==> config.mk <==
export PLATFORM = sky130hd
export DESIGN_NAME = ccg_ram
export DESIGN_NICKNAME = d
export VERILOG_FILES = /design/src/rtl/core/calcium_channel_gate_update_assert.svh /design/src/rtl/core/ccg_ram.sv
export SDC_FILE = /design/constraint.sdc
export NUM_CORES = 1
export LEC_CHECK = 0
export BUFFER_PORTS_ARGS = -buffer_cell sky130_fd_sc_hd__buf_4
export CAP_MARGIN = 10
export CORE_MARGIN = 2
export CORE_UTILIZATION = 35
export CTS_CLUSTER_SIZE = 12
export DETAILED_ROUTE_END_ITERATION = 12
export GPL_TIMING_DRIVEN = 0
export RECOVER_POWER = 100
export SLEW_MARGIN = 15
export SYNTH_ARGS = -nofsm -noshare
export SYNTH_HDL_FRONTEND = slang
export SYNTH_SLANG_ARGS = --single-unit
==> constraint.sdc <==
create_clock -name clk_i -period 2.8 [get_ports clk_i]
set_clock_uncertainty 0.2 [all_clocks]
set_input_delay 0.42 -clock clk_i [delete_from_list [all_inputs] [get_ports clk_i]]
set_output_delay 0.42 -clock clk_i [all_outputs]
set_load 0.05 [all_outputs]
==> src/rtl/core/calcium_channel_gate_update_assert.svh <==
// Assertion macros for the calcium channel gate update block.
// Included by the files that carry concurrent assertions; expects clk_i and rst_ni in scope.
`ifndef CALCIUM_CHANNEL_GATE_UPDATE_ASSERT_SVH
`define CALCIUM_CHANNEL_GATE_UPDATE_ASSERT_SVH
`ifndef ASSERT_OFF
`define CCG_ASSERT(lbl, prop, msg) \
  lbl: assert property (@(posedge clk_i) disable iff (!rst_ni) (prop)) else $error(msg);
`define CCG_ASSERT_NEXT(lbl, pre, post, msg) \
  lbl: assert property (@(posedge clk_i) disable iff (!rst_ni) (pre) |=> (post)) \
    else $error(msg);
`else
`define CCG_ASSERT(lbl, prop, msg)
`define CCG_ASSERT_NEXT(lbl, pre, post, msg)
`endif
`endif

==> src/rtl/core/ccg_ram.sv <==
// Generic single-port-write, single-port-read RAM with a registered read.
// Stand-alone; no package dependency.
module ccg_ram #(
  parameter int unsigned WIDTH = 8,
  parameter int unsigned DEPTH = 16,
  localparam int unsigned AW   = (DEPTH > 1) ? $clog2(DEPTH) : 1
) (
  input  logic             clk_i,
  input  logic             we_i,
  input  logic [AW-1:0]    waddr_i,
  input  logic [WIDTH-1:0] wdata_i,
  input  logic             re_i,
  input  logic [AW-1:0]    raddr_i,
  output logic [WIDTH-1:0] rdata_o
);

  logic [WIDTH-1:0] mem_q [DEPTH];

  always_ff @(posedge clk_i) begin
    if (we_i) begin
      mem_q[waddr_i] <= wdata_i;
    end
    if (re_i) begin
      rdata_o <= mem_q[raddr_i];
    end
  end

endmodule

Yosys cells after proc, flatten, opt, wreduce, memory -nomap -nowiden

Memory sizes are Yosys's and may differ from the RTL's. A register that Yosys moved wholly into a read port is not among the register bits.
Cells that the tools add are included.
W data, S select, Z words.

Mux-type cells: 2

Operator list:

| cell    | number |
|---|---|
| $mux W1 | 2 |

Memories kept: 1
Register bits after elaboration: 0
Input port bits: 19
RAM bits: 128
Word-level logic and storage cells: 3

Memories:

| name  | depth | bits a word | read ports | clocked after Yosys merged registers in | write ports | line          | source |
|---|---|---|---|---|---|---|---|
| mem_q | 16    | 8           | 1          | 1                                       | 1           | ccg_ram.sv:17 | `logic [WIDTH-1:0] mem_q [DEPTH];` |

Longest topological paths before layout

Depth in word-level cells: 2
Mapped depth: 5
Depth with buffers taken out: 3

Worst setup path after synthesis

Ideal clock, no wire load.

Path type: input to register
Start: in waddr_i[2]
End: mem mem_q[0][0], enable pin
Stages: 2
Library setup time: 383 ps
Setup slack: 687 ps
Arrival time: 1,530 ps
Buffers on the path: 0
Cell sequence: or3b_2 nor3_1

RTL lines:

| element         | line          | source |
|---|---|---|
| start, declared | ccg_ram.sv:10 | `input logic [AW-1:0] waddr_i,` |
| end, declared   | ccg_ram.sv:17 |  |

No word-level cell before the write port.

Final worst setup path

Start: in waddr_i[2]
End: mem mem_q[0][6], enable pin

No word-level cell before the write port.

==> reports/metrics.yaml <==
ys_types: 18
cp_max_fo: 8
clkTransAtPathRegs_ns: 0.05
grt_pass1_vias: 2498
dp_slack_ns: 0.479
fin_setup_tns_ns: 0
cpPeakStageDelay_ns: 1.00
nets: 292
critPathLaunchType: "input port"
ys_ff_latch: 136
hpwlAfterDp_microns: 6570
crit_chain: "buf_4, or3b_2, nor3_1"
overflow: 0
io_buffer_count: 25
final_common_cell: "edfxtp_1"
p_comb_share_pct: 5.2
crit-reg2reg-capture: "rdata_o[2]$_DFFE_PP_"
powerDensity_mw_per_mm2: 779
drive_gt1_share_pct: 21.0
hold_viol: 0
root_buffer: "clkbuf_16"
drc: 0
min_period_ns: 2.23
clkLatencyLatePin_ns: 0.42
dieArea_sq_mm: 0.0159
vias: 2382
clockBufferDepth: 2
io_pins: 27
cts_buffers: 17
worstMarginPinSlew_ns: 1.43
p_int_mw: 3.85
synthCells: 229
cts_tree: "built"
drt_iter0_drc: 242
worst_hold_slack_ns: 0.234
die_height_microns: 126
switchingPower_mw: 0.948
antenna_cells: 0
gp_congestion: 0.765
num_rows: 44
dpl_cell_area_sq_mm: 0.00567
hold_depth: 1
outcome: "complete, no violations"
grt_max_degree: 17
fin_area_sq_mm: 0.00616
syn_to_final_growth_pct: 17.8
synth_warnings: 0
avgRoutedWirePerCell_microns: 21.7
ctsHoldBuffers: 0
setup_ws_ns: 0.566
pwr-share-seq_pct: 48.1
rsz0062_at_grt: "false"
cts_sinks: 136
firstDrtPassIters: 4
antenna_found_initial: 0
fillers: 1264
die_x_microns: 126
criticalPathCategory: "input port to register"
initial_core_util_pct: 35.8
design.core.area_sq_mm: 0.0146
htreeDepth: 4
ctsResizeCount: 0
grt_pass1_wl_microns: 15200
ir_drop_v: 0.000394
worstHoldStart: "re_i"
drt.antenna.violating_nets: 0
finalCritPeriodShare_pct: 79.8
rr_startpoint: "mem_q[1][2]$_DFFE_PP_"
p_clk_share_pct: 46.8
syn_nets: 248
r2r_slack_ns: 0.95
finalSetupViolCount: 0
layout_common_cells: "136 x edfxtp_1, 23 x clkbuf_1, 18 x mux4_2, 17 x clkbuf_16, 16 x a22oi_1"
worstPathRequired_ns: 2.62
track_usage_pct: 13.6
slew_headroom_pct: 4.20
maxCapViolations: 0
hold_path.class: "input port to register"
postCtsSetupBuffers: 0
cpLargestDelayFamily: "simple AND/OR/NAND/NOR gates"
r2r_cells: 3
syn-cell-area_sq_mm: 0.00523
p_sw_share_pct: 19.8
slew_viol_final: 0
ys_seq_area_share_pct: 78.1
vias_per_cell: 5.07
crit_buf_inv: 1
min_to: "rdata_o[6]$_DFFE_PP_"
cp-end-kind: "register"
arrival_ns: 2.06
max_clock_freq_ghz: 0.448
crit_start: "waddr_i[2]"
crit_path_top_delay_cell: "nor3_1"
syn_avg_cell_area_sq_um: 22.8
p_leak_nw: 1.99
wirelength_microns: 10200
==> synthesized netlist by cell type (all sizes together) <==
cell type	count	area, sq um
nand3	1	5.00
and2	1	6.26
or3b	1	8.76
clkdlybuf4s25	3	30.0
and2b	1	7.51
nor3	4	20.0
nand3b	2	15.0
nand2b	2	12.5
a22oi	16	120
edfxtp	136	4080
nor2b	1	6.26
buf	7	56.3
nand2	9	33.8
nor2	13	48.8
mux4	32	773
==> final cells by class <==
class	instances	area, sq um	share of cell area, %
Tap cell	184	230	3.74
Buffer	10	78.8	1.28
Clock inverter	12	156	2.54
Sequential cell	136	4080	66.3
Clock buffer	20	437	7.09
Timing Repair Buffer	25	116	1.89
Multi-Input combinational cell	83	1060	17.2
==> stage by stage <==
| step | total power [mW] | utilization (%) | cells |
|---|---|---|---|
| after floorplan | 2.50 | - | 229 |
| after global placement | 2.61 | 38.7 | 438 |
| after detailed placement | 2.62 | 38.8 | 438 |
| after CTS | 4.86 | 42.9 | 470 |
| after global routing | 4.94 | 42.2 | 470 |
| final | 4.80 | 42.2 | 470 |
==> registers in the layout (all words and copies together) (netlist names) <==
signal and cells:
rdata_o 8, mem_q 128
==> worst max path at each step <==
stage / end / slack [ns] / cells past startpoint
global route: mem_q[0][6]$_DFFE_PP_ / 0.41 / 3
detailed placement: mem_q[2][0]$_DFFE_PP_ / 0.48 / 3
finish: mem_q[0][6]$_DFFE_PP_ / 0.57 / 3
global placement: mem_q[0][2]$_DFFE_PP_ / 0.15 / 3
floorplan: mem_q[0][0]$_DFFE_PP_ / 0.69 / 2
CTS: mem_q[2][4]$_DFFE_PP_ / 0.92 / 3
==> kinds of logic after synthesis <==
group | count (synthesis) | synth area share [%]
DFF | 136 | 78.1
and+or+nand+nor | 35 | 3.14
muxes | 32 | 14.8
AOI/OAI and AO/OA | 16 | 2.30
buffers and inverters | 10 | 1.65
==> per-layer routing <==
metal  vias up  wire length (microns)  track usage, %
li1       1071                      -               -
met1      1207                   4470            18.1
met2        88                   4830            20.7
met3        16                    706            4.46
met4         0                    185            5.24
met5         -                      0               0
==> power by group through the flow <==
stage	clock network [mW]	registers [mW]	logic, mW
2_1_floorplan	0	2.38	0.116
3_3_place_gp	0	2.34	0.263
3_5_place_dp	0	2.35	0.270
4_1_cts	2.28	2.31	0.270
5_1_grt	2.37	2.31	0.264
6_report	2.24	2.31	0.249
==> worst register-to-register path, delay by kind of cell, from the launching register on <==
family / cells / cell delay [ns]
AND/OR/NAND/NOR: 1 / 0.13
multiplexers: 1 / 0.55
flip-flops: 1 / 0.34
AO/OA/AOI/OAI: 1 / 0.36
Power figures use the tool's default switching activity.
